==> src/sv/quantizing_record_packer_unit_defines.svh <==
// ----------------------------------------------------------------------------
// Quantizing record packer assertion macros
// Assertion helpers, compiled out when NO_ASSERTIONS is set.
// ----------------------------------------------------------------------------
`ifndef QUANTIZING_RECORD_PACKER_UNIT_DEFINES_SVH
`define QUANTIZING_RECORD_PACKER_UNIT_DEFINES_SVH
`ifndef NO_ASSERTIONS
`define QRP_ASSERT(label, clk, rst_n, prop, msg) \
  label: assert property (@(posedge clk) disable iff (!rst_n) prop) else $error(msg);
`define QRP_ASSERT_NEVER(label, clk, rst_n, cond, msg) \
  label: assert property (@(posedge clk) disable iff (!rst_n) !(cond)) else $error(msg);
`else
`define QRP_ASSERT(label, clk, rst_n, prop, msg)
`define QRP_ASSERT_NEVER(label, clk, rst_n, cond, msg)
`endif
`endif

==> src/sv/qrp_ser.sv <==
// ----------------------------------------------------------------------------
// Quantizing record packer serializer
// Sends a field's bytes, least significant first.
// ----------------------------------------------------------------------------
module qrp_ser (
  input  logic        clk,
  input  logic        rst_n,
  input  logic        in_valid,
  input  logic [63:0] in_value,
  input  logic [3:0]  in_nbytes,
  output logic        take,
  input  logic        out_tready,
  output logic        out_tvalid,
  output logic [7:0]  out_tdata,
  output logic        out_tlast
);
  logic [63:0] val_r;
  logic [3:0]  cnt_r;

  assign out_tvalid = cnt_r != 4'd0;
  assign out_tlast  = cnt_r == 4'd1;
  assign out_tdata  = val_r[7:0];
  assign take       = !out_tvalid || (out_tlast && out_tready);

  always_ff @(posedge clk) begin
    if (!rst_n) begin
      cnt_r <= 4'd0;
    end else if (take) begin
      cnt_r <= in_valid ? in_nbytes : 4'd0;
    end else if (out_tready) begin
      cnt_r <= cnt_r - 4'd1;
    end
  end

  always_ff @(posedge clk) begin
    if (take) begin
      val_r <= in_value;
    end else if (out_tready) begin
      val_r <= {8'd0, val_r[63:8]};
    end
  end
endmodule

==> config.mk <==
export PLATFORM = sky130hd
export DESIGN_NAME = qrp_ser
export DESIGN_NICKNAME = d
export VERILOG_FILES = /design/src/sv/quantizing_record_packer_unit_defines.svh /design/src/sv/qrp_ser.sv
export SDC_FILE = /design/constraint.sdc
export NUM_CORES = 1
export LEC_CHECK = 0
export BUFFER_PORTS_ARGS = -buffer_cell sky130_fd_sc_hd__buf_2
export CELL_PAD_IN_SITES_DETAIL_PLACEMENT = 0
export CELL_PAD_IN_SITES_GLOBAL_PLACEMENT = 1
export CORE_MARGIN = 4
export CORE_UTILIZATION = 38
export CTS_CLUSTER_SIZE = 14
export DETAILED_ROUTE_END_ITERATION = 6
export PLACE_DENSITY_LB_ADDON = 0.15
export SYNTH_ARGS = -nofsm -noshare
export SYNTH_HDL_FRONTEND = slang
export SYNTH_SLANG_ARGS = --single-unit
==> constraint.sdc <==
create_clock -name clk -period 2.83 [get_ports clk]
set_input_delay 0.566 -clock clk [delete_from_list [all_inputs] [get_ports clk]]
set_output_delay 0.566 -clock clk [all_outputs]
set_load 0.02 [all_outputs]
==> impl_metrics.json <==
{
  "row_count": 32,
  "yosysTopAreaCell": "edfxtp_1",
  "vias_per_cell": 4.672,
  "layout.nets": 338,
  "async_reset_ff_share_pct": 0,
  "finalHoldViolations": 0,
  "core-area_um2": 7767,
  "power_leakage_nw": 1.505,
  "synth_ff_type": "edfxtp_1",
  "place.gp.congestion": 0.7706,
  "drv_cap": 0,
  "drv_slew": 0,
  "grt_max_degree": 54,
  "ctsResizeCount": 0,
  "drive_above_1_share_pct": 46.82,
  "synthMostInstantiatedCell": "edfxtp_1",
  "period_share_pct": 83.56,
  "drtAntennaViolNets": 0,
  "setup_violations": 0,
  "chipHeight_um": 97.63,
  "grt_pass1_wl_um": 8273,
  "cts_sinks": 68,
  "hpwlAfterDp_um": 3460,
  "max_freq_ghz": 0.4229,
  "drc": 0,
  "grt_usage_pct": 11.02,
  "startpoint_type": "register",
  "pwr_density_cell_nw_per_um2": 1211,
  "min_period_ns": 2.365,
  "vias": 1724,
  "synth_area_per_cell_um2": 16.68,
  "worst_clock_skew_ns": 0.005059,
  "post-place-ws_ns": 0.7167,
  "worst_slack_ns": 0.4651,
  "first_iter_violations": 35,
  "cts_setup_buffers": 0,
  "synth_edf_count": 64,
  "postRouteWirelength_um": 5049,
  "path_clk_slew_ns": 0.07,
  "diodes": 0,
  "rsz0062_at_grt": "no",
  "die_x_um": 97.63,
  "tightest_slew_ns": 0.4070,
  "dr.pass1.iters": 4,
  "path_cells": "inv_1 > ha_1 > a21o_1 > and2_2 > buf_2",
  "path_max_fanout": 14,
  "postCtsHoldBufs": 0,
  "synth_commonest_cells": "64 x edfxtp_1, 34 x mux2_1, 22 x mux2_2, 8 x and3_1, 8 x buf_4",
  "cts_tree": "done",
  "root_buffer": "clkbuf_8",
  "port-buffer-count": 82,
  "final_area_um2": 3706,
  "numCtsBuffers": 9,
  "grt.overflow.total": 0,
  "cp.arrival_ns": 1.80,
  "synth_warnings": 0,
  "status": "complete, no violations",
  "path_class": "register to primary output",
  "ioPinCount": 83,
  "ys_seq_area_share_pct": 65.57,
  "peakVddDrop_v": 0.0004122,
  "synth_area_leaders": "edfxtp_1 63%, mux2_1 13%, mux2_2 8.1%, dfxtp_1 2.6%, buf_4 2.0%",
  "worstPathRequired_ns": 2.26,
  "htreeDepth": 3,
  "slowest_stage": "dfxtp_1",
  "synth_cell_type_count": 31,
  "area_growth_pct": 21.39,
  "synth_fp_nets": 257,
  "yosysTopAreaCellShare_pct": 62.95,
  "maxSlewHeadroom_pct": 72.87,
  "grt_pass1_vias": 1754,
  "synth-seq-cells": 68,
  "hold_class": "input pin to register",
  "clkLatencyLatePin_ns": 0.32,
  "dpl_cell_area_um2": 3536,
  "wl_per_cell_um": 13.68,
  "max_stage_delay_ns": 0.42,
  "start_util_pct": 39.30,
  "crit_path_end_kind": "primary output",
  "die-area_um2": 9532,
  "final.setup.tns_ns": 0,
  "synth_area_um2": 3053,
  "antenna_found_initial": 0,
  "clockBufferDepth": 2,
  "syn-instance-count": 183
}
-- metrics by stage --
step	hold WS [ns]	utilization, %	cells	power, W
floorplan	0.4767	-	183	0.003510
global placement	0.5071	45.52	355	0.003807
detailed placement	0.5089	45.52	355	0.003835
CTS	0.4756	47.71	369	0.004573
global route	0.4874	47.71	369	0.004789
finish	0.4967	47.71	369	0.004488
-- state kept, by name, summed over array words and instances, names as in the netlist --
signal and cells:
val_r 64, cnt_r 4
-- final cells by class --
cell class	count	area, um^2
inverters	4	15.01
repair buffers	87	485.5
clock buffers	10	127.6
multi-input cells	94	905.9
flip-flops and latches	68	2002
well taps	102	127.6
clock inverters	4	42.54
fillers	706	4061
-- worst max-delay path, delay by kind of cell, from the launching register on --
kind / cells / cell delay (ns)
AND/OR/NAND/NOR: 1 / 0.33
adder cells (fa/ha/maj): 1 / 0.25
buffers and inverters: 2 / 0.29
AO/OA/AOI/OAI: 1 / 0.18
flip-flops: 1 / 0.42
-- final timing paths --
path | startpoint | end | slack [ns] | depth (start not counted)
setup / recovery | cnt_r[0] | take | 0.47 | 5
hold / removal | rst_n | cnt_r[0] | 0.50 | 2
setup reg to reg | cnt_r[0] | val_r[14] | 0.72 | 5
hold reg to reg | val_r[52] | val_r[44] | 0.52 | 1
-- where the power goes --
part	internal [W]	total [W]	switching, W	leakage, nW
logic	0.000876	0.00176	0.000885	0.727
registers	0.00189	0.00201	0.000119	0.692
clock network	0.000390	0.000719	0.000328	0.0871
-- logic make-up (layout without fill, tap and decap cells) --
| kind of cell | count (synthesis) | count (layout) | synth area share (%) |
|---|---|---|---|
| multiplexers | 56 | 56 | 20.66 |
| AO/OA/AOI/OAI | 12 | 12 | 3.115 |
| flip-flops | 68 | 68 | 65.57 |
| buffers and inverters | 21 | 105 | 4.877 |
| AND/OR/NAND/NOR | 24 | 24 | 4.960 |
| adder cells (fa/ha/maj) | 2 | 2 | 0.8195 |
-- placed cells by master (no fill, tap or decap), drive strengths merged, types with 2 or more instances in the layout --
cell and instances:
a21oi 2, and2 3, and3 9, buf 87
clkbuf 10, clkinv 3, dfxtp 4, edfxtp 64
ha 2, inv 4, mux2 56, nand2 3
nand3 2, nand4 2, o31a 2
-- routing by layer --
metal	global-route usage, %	part of all wire, %	vias to the layer above
met5	0	0	-
met4	5.751	1.9	0
met3	4.666	8.6	9
met2	16.24	44	61
met1	13.72	46	790
li1	-	-	864
(Power assumes the default switching activity.)
