`config.mk`:
```
export PLATFORM = sky130hd
export DESIGN_NAME = qrp_front
export DESIGN_NICKNAME = d
export VERILOG_FILES = /design/src/sv/quantizing_record_packer_unit_defines.svh /design/src/sv/qrp_pkg.sv /design/src/sv/qrp_front.sv
export SDC_FILE = /design/constraint.sdc
export NUM_CORES = 2
export LEC_CHECK = 0
export BUFFER_PORTS_ARGS = -buffer_cell sky130_fd_sc_hd__buf_2
export CAP_MARGIN = 20
export CORE_ASPECT_RATIO = 0.9
export CORE_MARGIN = 1.5
export CORE_UTILIZATION = 40
export DETAILED_ROUTE_END_ITERATION = 16
export HOLD_SLACK_MARGIN = 0.03
export PLACE_DENSITY_LB_ADDON = 0.08
export SETUP_SLACK_MARGIN = 0.2
export SLEW_MARGIN = 20
export SYNTH_ARGS = -nofsm -noshare
export SYNTH_HDL_FRONTEND = slang
export SYNTH_SLANG_ARGS = --single-unit
```
`constraint.sdc`:
```
create_clock -name clk -period 10.4 [get_ports clk]
set_clock_uncertainty 0.15 [all_clocks]
set_input_delay 2.08 -clock clk [delete_from_list [all_inputs] [get_ports clk]]
set_output_delay 2.08 -clock clk [all_outputs]
set_load 0.03 [all_outputs]
```
`src/sv/quantizing_record_packer_unit_defines.svh`:
```
// ----------------------------------------------------------------------------
// Quantizing record packer assertion macros
// Assertion helpers, compiled out when NO_ASSERTIONS is set.
// ----------------------------------------------------------------------------
`ifndef QUANTIZING_RECORD_PACKER_UNIT_DEFINES_SVH
`define QUANTIZING_RECORD_PACKER_UNIT_DEFINES_SVH
`ifndef NO_ASSERTIONS
`define QRP_ASSERT(label, clk, rst_n, prop, msg) \
  label: assert property (@(posedge clk) disable iff (!rst_n) prop) else $error(msg);
`define QRP_ASSERT_NEVER(label, clk, rst_n, cond, msg) \
  label: assert property (@(posedge clk) disable iff (!rst_n) !(cond)) else $error(msg);
`else
`define QRP_ASSERT(label, clk, rst_n, prop, msg)
`define QRP_ASSERT_NEVER(label, clk, rst_n, cond, msg)
`endif
`endif

```
`src/sv/qrp_pkg.sv`:
```
// ----------------------------------------------------------------------------
// Quantizing record packer package
// Shared types and codes.
// ----------------------------------------------------------------------------
package qrp_pkg;
  localparam int CODE_W = 16;

  localparam logic [3:0] OP_ID    = 4'd0;
  localparam logic [3:0] OP_HOST  = 4'd1;
  localparam logic [3:0] OP_COUNT = 4'd2;
  localparam logic [3:0] OP_FLAGS = 4'd3;
  localparam logic [3:0] OP_PRIO  = 4'd4;
  localparam logic [3:0] OP_SEQ   = 4'd5;
  localparam logic [3:0] OP_POS_X = 4'd6;
  localparam logic [3:0] OP_POS_Y = 4'd7;
  localparam logic [3:0] OP_POS_Z = 4'd8;
  localparam logic [3:0] OP_SCL_X = 4'd9;
  localparam logic [3:0] OP_SCL_Y = 4'd10;
  localparam logic [3:0] OP_SCL_Z = 4'd11;
  localparam logic [3:0] OP_OPAC  = 4'd12;
  localparam logic [3:0] OP_UNC   = 4'd13;
  localparam logic [3:0] OP_COEF  = 4'd14;
  localparam logic [3:0] OP_NONE  = 4'd15;

  localparam logic [7:0] REG_MIN_X  = 8'd0;
  localparam logic [7:0] REG_MIN_Y  = 8'd1;
  localparam logic [7:0] REG_MIN_Z  = 8'd2;
  localparam logic [7:0] REG_MAX_X  = 8'd3;
  localparam logic [7:0] REG_MAX_Y  = 8'd4;
  localparam logic [7:0] REG_MAX_Z  = 8'd5;
  localparam logic [7:0] REG_SCALE  = 8'd6;
  localparam logic [7:0] REG_WIDTHS = 8'd7;

  typedef enum logic [1:0] {SEL_RAW, SEL_ZERO, SEL_MAX, SEL_DIV} sel_t;

  typedef struct packed {
    logic [63:0]       raw;
    logic [3:0]        nbytes;
    sel_t              sel;
    logic [CODE_W-1:0] maxcode;
  } side_t;

  typedef struct packed {
    logic [31:0] min_x;
    logic [31:0] min_y;
    logic [31:0] min_z;
    logic [31:0] max_x;
    logic [31:0] max_y;
    logic [31:0] max_z;
    logic [30:0] scale_upper;
    logic [14:0] widths;
  } cfg_t;
endpackage

```
`src/sv/qrp_front.sv`:
```
// ----------------------------------------------------------------------------
// Quantizing record packer front end
// Decode, offset and range, clamp decision, numerator product.
// ----------------------------------------------------------------------------
module qrp_front #(
  parameter int MAX_QUANT_BITS = 16,
  parameter int FRACTION_BITS  = 16
) (
  input  logic                 clk,
  input  logic                 rst_n,
  input  logic                 adv,
  input  logic                 in_valid,
  input  logic [3:0]           in_op,
  input  logic [63:0]          in_raw,
  input  logic [31:0]          in_sample,
  input  qrp_pkg::cfg_t        cfg,
  output logic                 out_valid,
  output qrp_pkg::side_t       out_side,
  output logic [49:0]          out_num,
  output logic [32:0]          out_den
);
  localparam logic [32:0] FIX1 = 33'(64'sd1 << FRACTION_BITS);
  localparam logic [32:0] FIX4 = 33'(64'sd4 << FRACTION_BITS);

  logic [32:0]    lo_c;
  logic [32:0]    hi_c;
  logic [4:0]     bits_c;
  logic           fix255_c;
  logic           israw_c;
  logic           bad_c;
  logic [3:0]     nb_c;
  qrp_pkg::side_t side_c;

  always_comb begin
    lo_c     = '0;
    hi_c     = FIX1;
    bits_c   = '0;
    fix255_c = 1'b0;
    israw_c  = 1'b0;
    nb_c     = 4'd2;
    case (in_op)
      qrp_pkg::OP_ID, qrp_pkg::OP_PRIO, qrp_pkg::OP_SEQ: begin
        israw_c = 1'b1;
        nb_c    = 4'd4;
      end
      qrp_pkg::OP_HOST: begin
        israw_c = 1'b1;
        nb_c    = 4'd8;
      end
      qrp_pkg::OP_COUNT, qrp_pkg::OP_FLAGS: begin
        israw_c = 1'b1;
      end
      qrp_pkg::OP_POS_X: begin
        lo_c   = {cfg.min_x[31], cfg.min_x};
        hi_c   = {cfg.max_x[31], cfg.max_x};
        bits_c = cfg.widths[4:0];
      end
      qrp_pkg::OP_POS_Y: begin
        lo_c   = {cfg.min_y[31], cfg.min_y};
        hi_c   = {cfg.max_y[31], cfg.max_y};
        bits_c = cfg.widths[4:0];
      end
      qrp_pkg::OP_POS_Z: begin
        lo_c   = {cfg.min_z[31], cfg.min_z};
        hi_c   = {cfg.max_z[31], cfg.max_z};
        bits_c = cfg.widths[4:0];
      end
      qrp_pkg::OP_SCL_X, qrp_pkg::OP_SCL_Y, qrp_pkg::OP_SCL_Z: begin
        hi_c   = {2'b00, cfg.scale_upper};
        bits_c = cfg.widths[9:5];
      end
      qrp_pkg::OP_OPAC: begin
        fix255_c = 1'b1;
        nb_c     = 4'd1;
      end
      qrp_pkg::OP_UNC: begin
        bits_c = cfg.widths[14:10];
      end
      qrp_pkg::OP_COEF: begin
        lo_c     = 33'd0 - FIX4;
        hi_c     = FIX4;
        fix255_c = 1'b1;
        nb_c     = 4'd1;
      end
      default: begin
        israw_c = 1'b1;
      end
    endcase
    bad_c = !fix255_c && ((bits_c == 5'd0) || (bits_c > 5'(MAX_QUANT_BITS)));
    side_c.raw     = in_raw;
    side_c.nbytes  = nb_c;
    side_c.maxcode = fix255_c ? qrp_pkg::CODE_W'(8'hff)
                              : qrp_pkg::CODE_W'((17'd1 << bits_c) - 17'd1);
    if (israw_c) begin
      side_c.sel = qrp_pkg::SEL_RAW;
    end else if (bad_c) begin
      side_c.sel = qrp_pkg::SEL_ZERO;
    end else begin
      side_c.sel = qrp_pkg::SEL_DIV;
    end
  end

  // stage a: decoded operands
  logic           a_vld_r;
  qrp_pkg::side_t a_side_r;
  logic [32:0]    a_v_r;
  logic [32:0]    a_lo_r;
  logic [32:0]    a_hi_r;
  // stage b: offset and range
  logic           b_vld_r;
  qrp_pkg::side_t b_side_r;
  logic [33:0]    b_d_r;
  logic [33:0]    b_rng_r;
  // stage c: clamp decision
  logic           c_vld_r;
  qrp_pkg::side_t c_side_r;
  logic [31:0]    c_d_r;
  logic [31:0]    c_rng_r;
  // stage d: numerator and divisor
  logic           d_vld_r;
  qrp_pkg::side_t d_side_r;
  logic [49:0]    d_num_r;
  logic [32:0]    d_den_r;

  logic [33:0]    rfix_c;
  qrp_pkg::side_t c_side_nxt;
  logic [47:0]    prod_c;

  always_comb begin
    rfix_c = $signed(b_rng_r) <= 34'sd0 ? {1'b0, FIX1} : b_rng_r;
    c_side_nxt = b_side_r;
    if (b_side_r.sel == qrp_pkg::SEL_DIV) begin
      if ($signed(b_d_r) <= 34'sd0) begin
        c_side_nxt.sel = qrp_pkg::SEL_ZERO;
      end else if ($signed(b_d_r) >= $signed(rfix_c)) begin
        c_side_nxt.sel = qrp_pkg::SEL_MAX;
      end
    end
    prod_c = c_d_r * c_side_r.maxcode;
  end

  always_ff @(posedge clk) begin
    if (!rst_n) begin
      a_vld_r <= 1'b0;
      b_vld_r <= 1'b0;
      c_vld_r <= 1'b0;
      d_vld_r <= 1'b0;
    end else if (adv) begin
      a_vld_r <= in_valid;
      b_vld_r <= a_vld_r;
      c_vld_r <= b_vld_r;
      d_vld_r <= c_vld_r;
    end
  end

  always_ff @(posedge clk) begin
    if (adv) begin
      a_side_r <= side_c;
      a_v_r    <= {in_sample[31], in_sample};
      a_lo_r   <= lo_c;
      a_hi_r   <= hi_c;
      b_side_r <= a_side_r;
      b_d_r    <= {a_v_r[32], a_v_r} - {a_lo_r[32], a_lo_r};
      b_rng_r  <= {a_hi_r[32], a_hi_r} - {a_lo_r[32], a_lo_r};
      c_side_r <= c_side_nxt;
      c_d_r    <= b_d_r[31:0];
      c_rng_r  <= rfix_c[31:0];
      d_side_r <= c_side_r;
      d_num_r  <= 50'({prod_c, 1'b0}) + 50'(c_rng_r);
      d_den_r  <= {c_rng_r, 1'b0};
    end
  end

  assign out_valid = d_vld_r;
  assign out_side  = d_side_r;
  assign out_num   = d_num_r;
  assign out_den   = d_den_r;
endmodule

```
==> summary.txt <==
Crit Path Category -> flop to flop
Initial DRT Pass Iterations -> 7
CTS tree -> done
Mapped cell area -> 44100 um2
Fraction of registers with async set/reset -> 0%
FP Rows -> 115
Number of sinks handled by clock tree synthesis -> 657
1st-iter DRT viols -> 1908
Critical path's slowest cell -> edfxtp_1
Number of H-tree branching levels -> 3
RSZ-0062 raised after global routing -> false
Buffers from clock root to sink, at most -> 3
Via count of the first global-routing pass -> 30317
Post-synthesis register bit count -> 657
Core area -> 109000 um2
Cell family with the largest share of critical-path delay -> adder cells
Type of element capturing the critical path -> flop
Dominant register cell in the synthesized netlist -> edfxtp_1
Biggest fanout along the worst timing path -> 22
Most frequent cells after synthesis -> edfxtp_1, inv_1, nand2_1, fa_1, ha_1
Number of enable-type register cells in the synthesized netlist -> 653
Gate Count Post-Synth -> 3780
Proportion of layout cells with a drive suffix above 1 -> 15.8%
Worst path bufs/invs -> 5
Vias -> 29171
Syn nets -> 4798
Post_cts resized -> 0
Clock-pin slew reported for the worst setup and hold paths after clock tree synthesis -> 0.07 ns
Worst EP arrival -> 9.66 ns
Final total negative setup slack -> 0 ns
Achievable clock frequency -> 0.106 GHz
Leading post-synthesis cells by cell area -> edfxtp_1, fa_1, ha_1
Proportion of netlist area held by the largest area contributor -> 44.4%
Critical path launch point type -> flop
Final net count -> 5287
Final setup violation count -> 0
Clock Tree Root -> clkbuf_16
Overall global routing resource usage -> 21.5%
Hold Buf Count CTS -> 0
Worst slew margin relative to its limit -> 30.7%
Area of the die -> 112000 um2
Buffers inserted by post-CTS timing repair -> 0
Number of slew-limit violations in the final report -> 0
Synth cell types -> 78
Via density per instance -> 5.04
Maximum number of pins on one net before global-route repair -> 171
Half-perimeter wire length after detailed placement -> 95100 um
Ports -> 512
Slowest stage delay, CP -> 0.62 ns
Floorplan die height -> 318 um
Class of the tightest hold or removal check -> flop to flop
Worst-Skew Late Latency -> 0.66 ns
IO Port Bufs -> 510
Remaining antenna violation count after routing -> 0
Synth-to-Final Area Change -> 14.8%
Source of the critical timing path -> c_side_r[4]$_DFFE_PP_
Run status -> finished, final reports clean
Final hold viol count -> 0
Critical path data required time -> 10.66 ns
Final critical delay including setup and external delays -> 9.40 ns
Effective utilization at floorplan -> 40.4%
Most repeated cell in the gate-level netlist after synthesis -> edfxtp_1
Startpoint of the lowest-slack register-to-register path -> c_side_r[4]$_DFFE_PP_
Cell type with the highest occurrence count on the critical path -> fa_1
Number of buffers created by CTS -> 75
Share of the clock period used by the worst path after layout -> 90.4%
Final GP Congestion -> 0.907
Worst hold path startpoint -> a_side_r[15]$_SDFFCE_PP0P_
GR Overflow Total -> 0
Horiz. Die Dim -> 353 um
Number of max-cap violations -> 0
Detailed-route wire length per cell -> 20.7 um
Mean post-synth cell area -> 11.7 um2
Transition time at the pin with the least slew margin -> 1.04 ns
DRC violation count after routing -> 0
Post-synth top area cell -> edfxtp_1
Global-route wire length before repair -> 183000 um
Total wire length after detailed routing -> 120000 um
Seq/Total Area, Yosys -> 44.6%
Yosys synthesis warning count -> 0
Number of antenna violations at the first check in global routing -> 7
-- layout by cell type, fill, tap and decap left out, types with 20 or more instances in the layout --
| cell | count |
|---|---|
| mux2i_1 | 27 |
| and2_1 | 204 |
| a22oi_1 | 66 |
| nor3_1 | 26 |
| nand2_1 | 514 |
| nand2b_1 | 34 |
| a21o_1 | 97 |
| edfxtp_1 | 653 |
| nor2_1 | 74 |
| nor2b_1 | 20 |
| fa_1 | 421 |
| o21ai_0 | 89 |
| xor2_1 | 44 |
| a221oi_1 | 22 |
| a31oi_1 | 23 |
| o21a_1 | 20 |
| inv_1 | 561 |
| buf_4 | 39 |
| a21oi_1 | 132 |
| ha_1 | 255 |
| nand3_1 | 28 |
| nand4_1 | 27 |
| clkbuf_16 | 76 |
| xnor2_1 | 100 |
| buf_2 | 509 |
| nor4_1 | 22 |
-- final timing paths --
kind                                               end  slack (ns)  cells after the start
worst max-delay path             out_num[48]$_DFFE_PP_         1.0                     29
worst min-delay path            b_side_r[15]$_DFFE_PP_        0.24                      0
worst max register to register   out_num[48]$_DFFE_PP_         1.0                     29
worst min register to register  b_side_r[15]$_DFFE_PP_        0.24                      0
-- cell type report --
cell class                      instances  area [um2]
Antenna cell                            3        7.51
Sequential cell                       657       19700
Fill cell                           10320       58700
Inverter                              562        2110
Tap cell                             1462        1830
Clock buffer                           94        1980
Clock inverter                         36         327
Timing Repair Buffer                  552        2920
Multi-Input combinational cell       2421       21800
-- state kept, by name (all words and copies together), names as in the netlist, 31 cells and up --
signal    count
c_side_r     86
c_d_r        32
out_den      31
out_side     86
out_num      50
a_v_r        32
c_rng_r      32
b_rng_r      34
b_side_r     86
a_hi_r       32
a_lo_r       32
b_d_r        34
a_side_r     86
-- routing by layer --
layer,share of wire [%],global-route usage [%],up-vias
met1,44,28.7,14461
met4,3.2,7.10,4
li1,-,-,13724
met2,48,35.9,831
met3,5.2,3.30,151
met5,0.023,0,-
-- through the flow --
| stage | utilization, % | hold WS [ns] | std cells | setup WS (ns) | area [um2] |
|---|---|---|---|---|---|
| final | 46.3 | 0.237 | 5787 | 1.00 | 50700 |
| after global routing | 46.3 | 0.239 | 5786 | 0.256 | 50700 |
| after CTS | 46.3 | 0.234 | 5783 | 0.812 | 50600 |
| after detailed placement | 44.2 | 0.255 | 5653 | 0.838 | 48300 |
| after global placement | 44.2 | 0.250 | 5653 | 0.982 | 48300 |
| after floorplan | - | 0.250 | 3780 | 2.21 | 44100 |
-- cells by family (layout without fill, tap and decap cells) --
group,count (synthesis),in the layout,share of synthesized area (%)
other cells,2,5,0.0170
xor+xnor,144,144,2.86
flops,657,657,44.6
buf+inv,702,1244,6.04
fa+ha+maj,676,676,26.3
compound gates,559,559,8.45
simple gates,1010,1010,11.0
mux,30,30,0.689
Power is left out: the tool's default activity adds up to more than one toggle a clock period on the data nets, which glitch-free logic cannot reach.
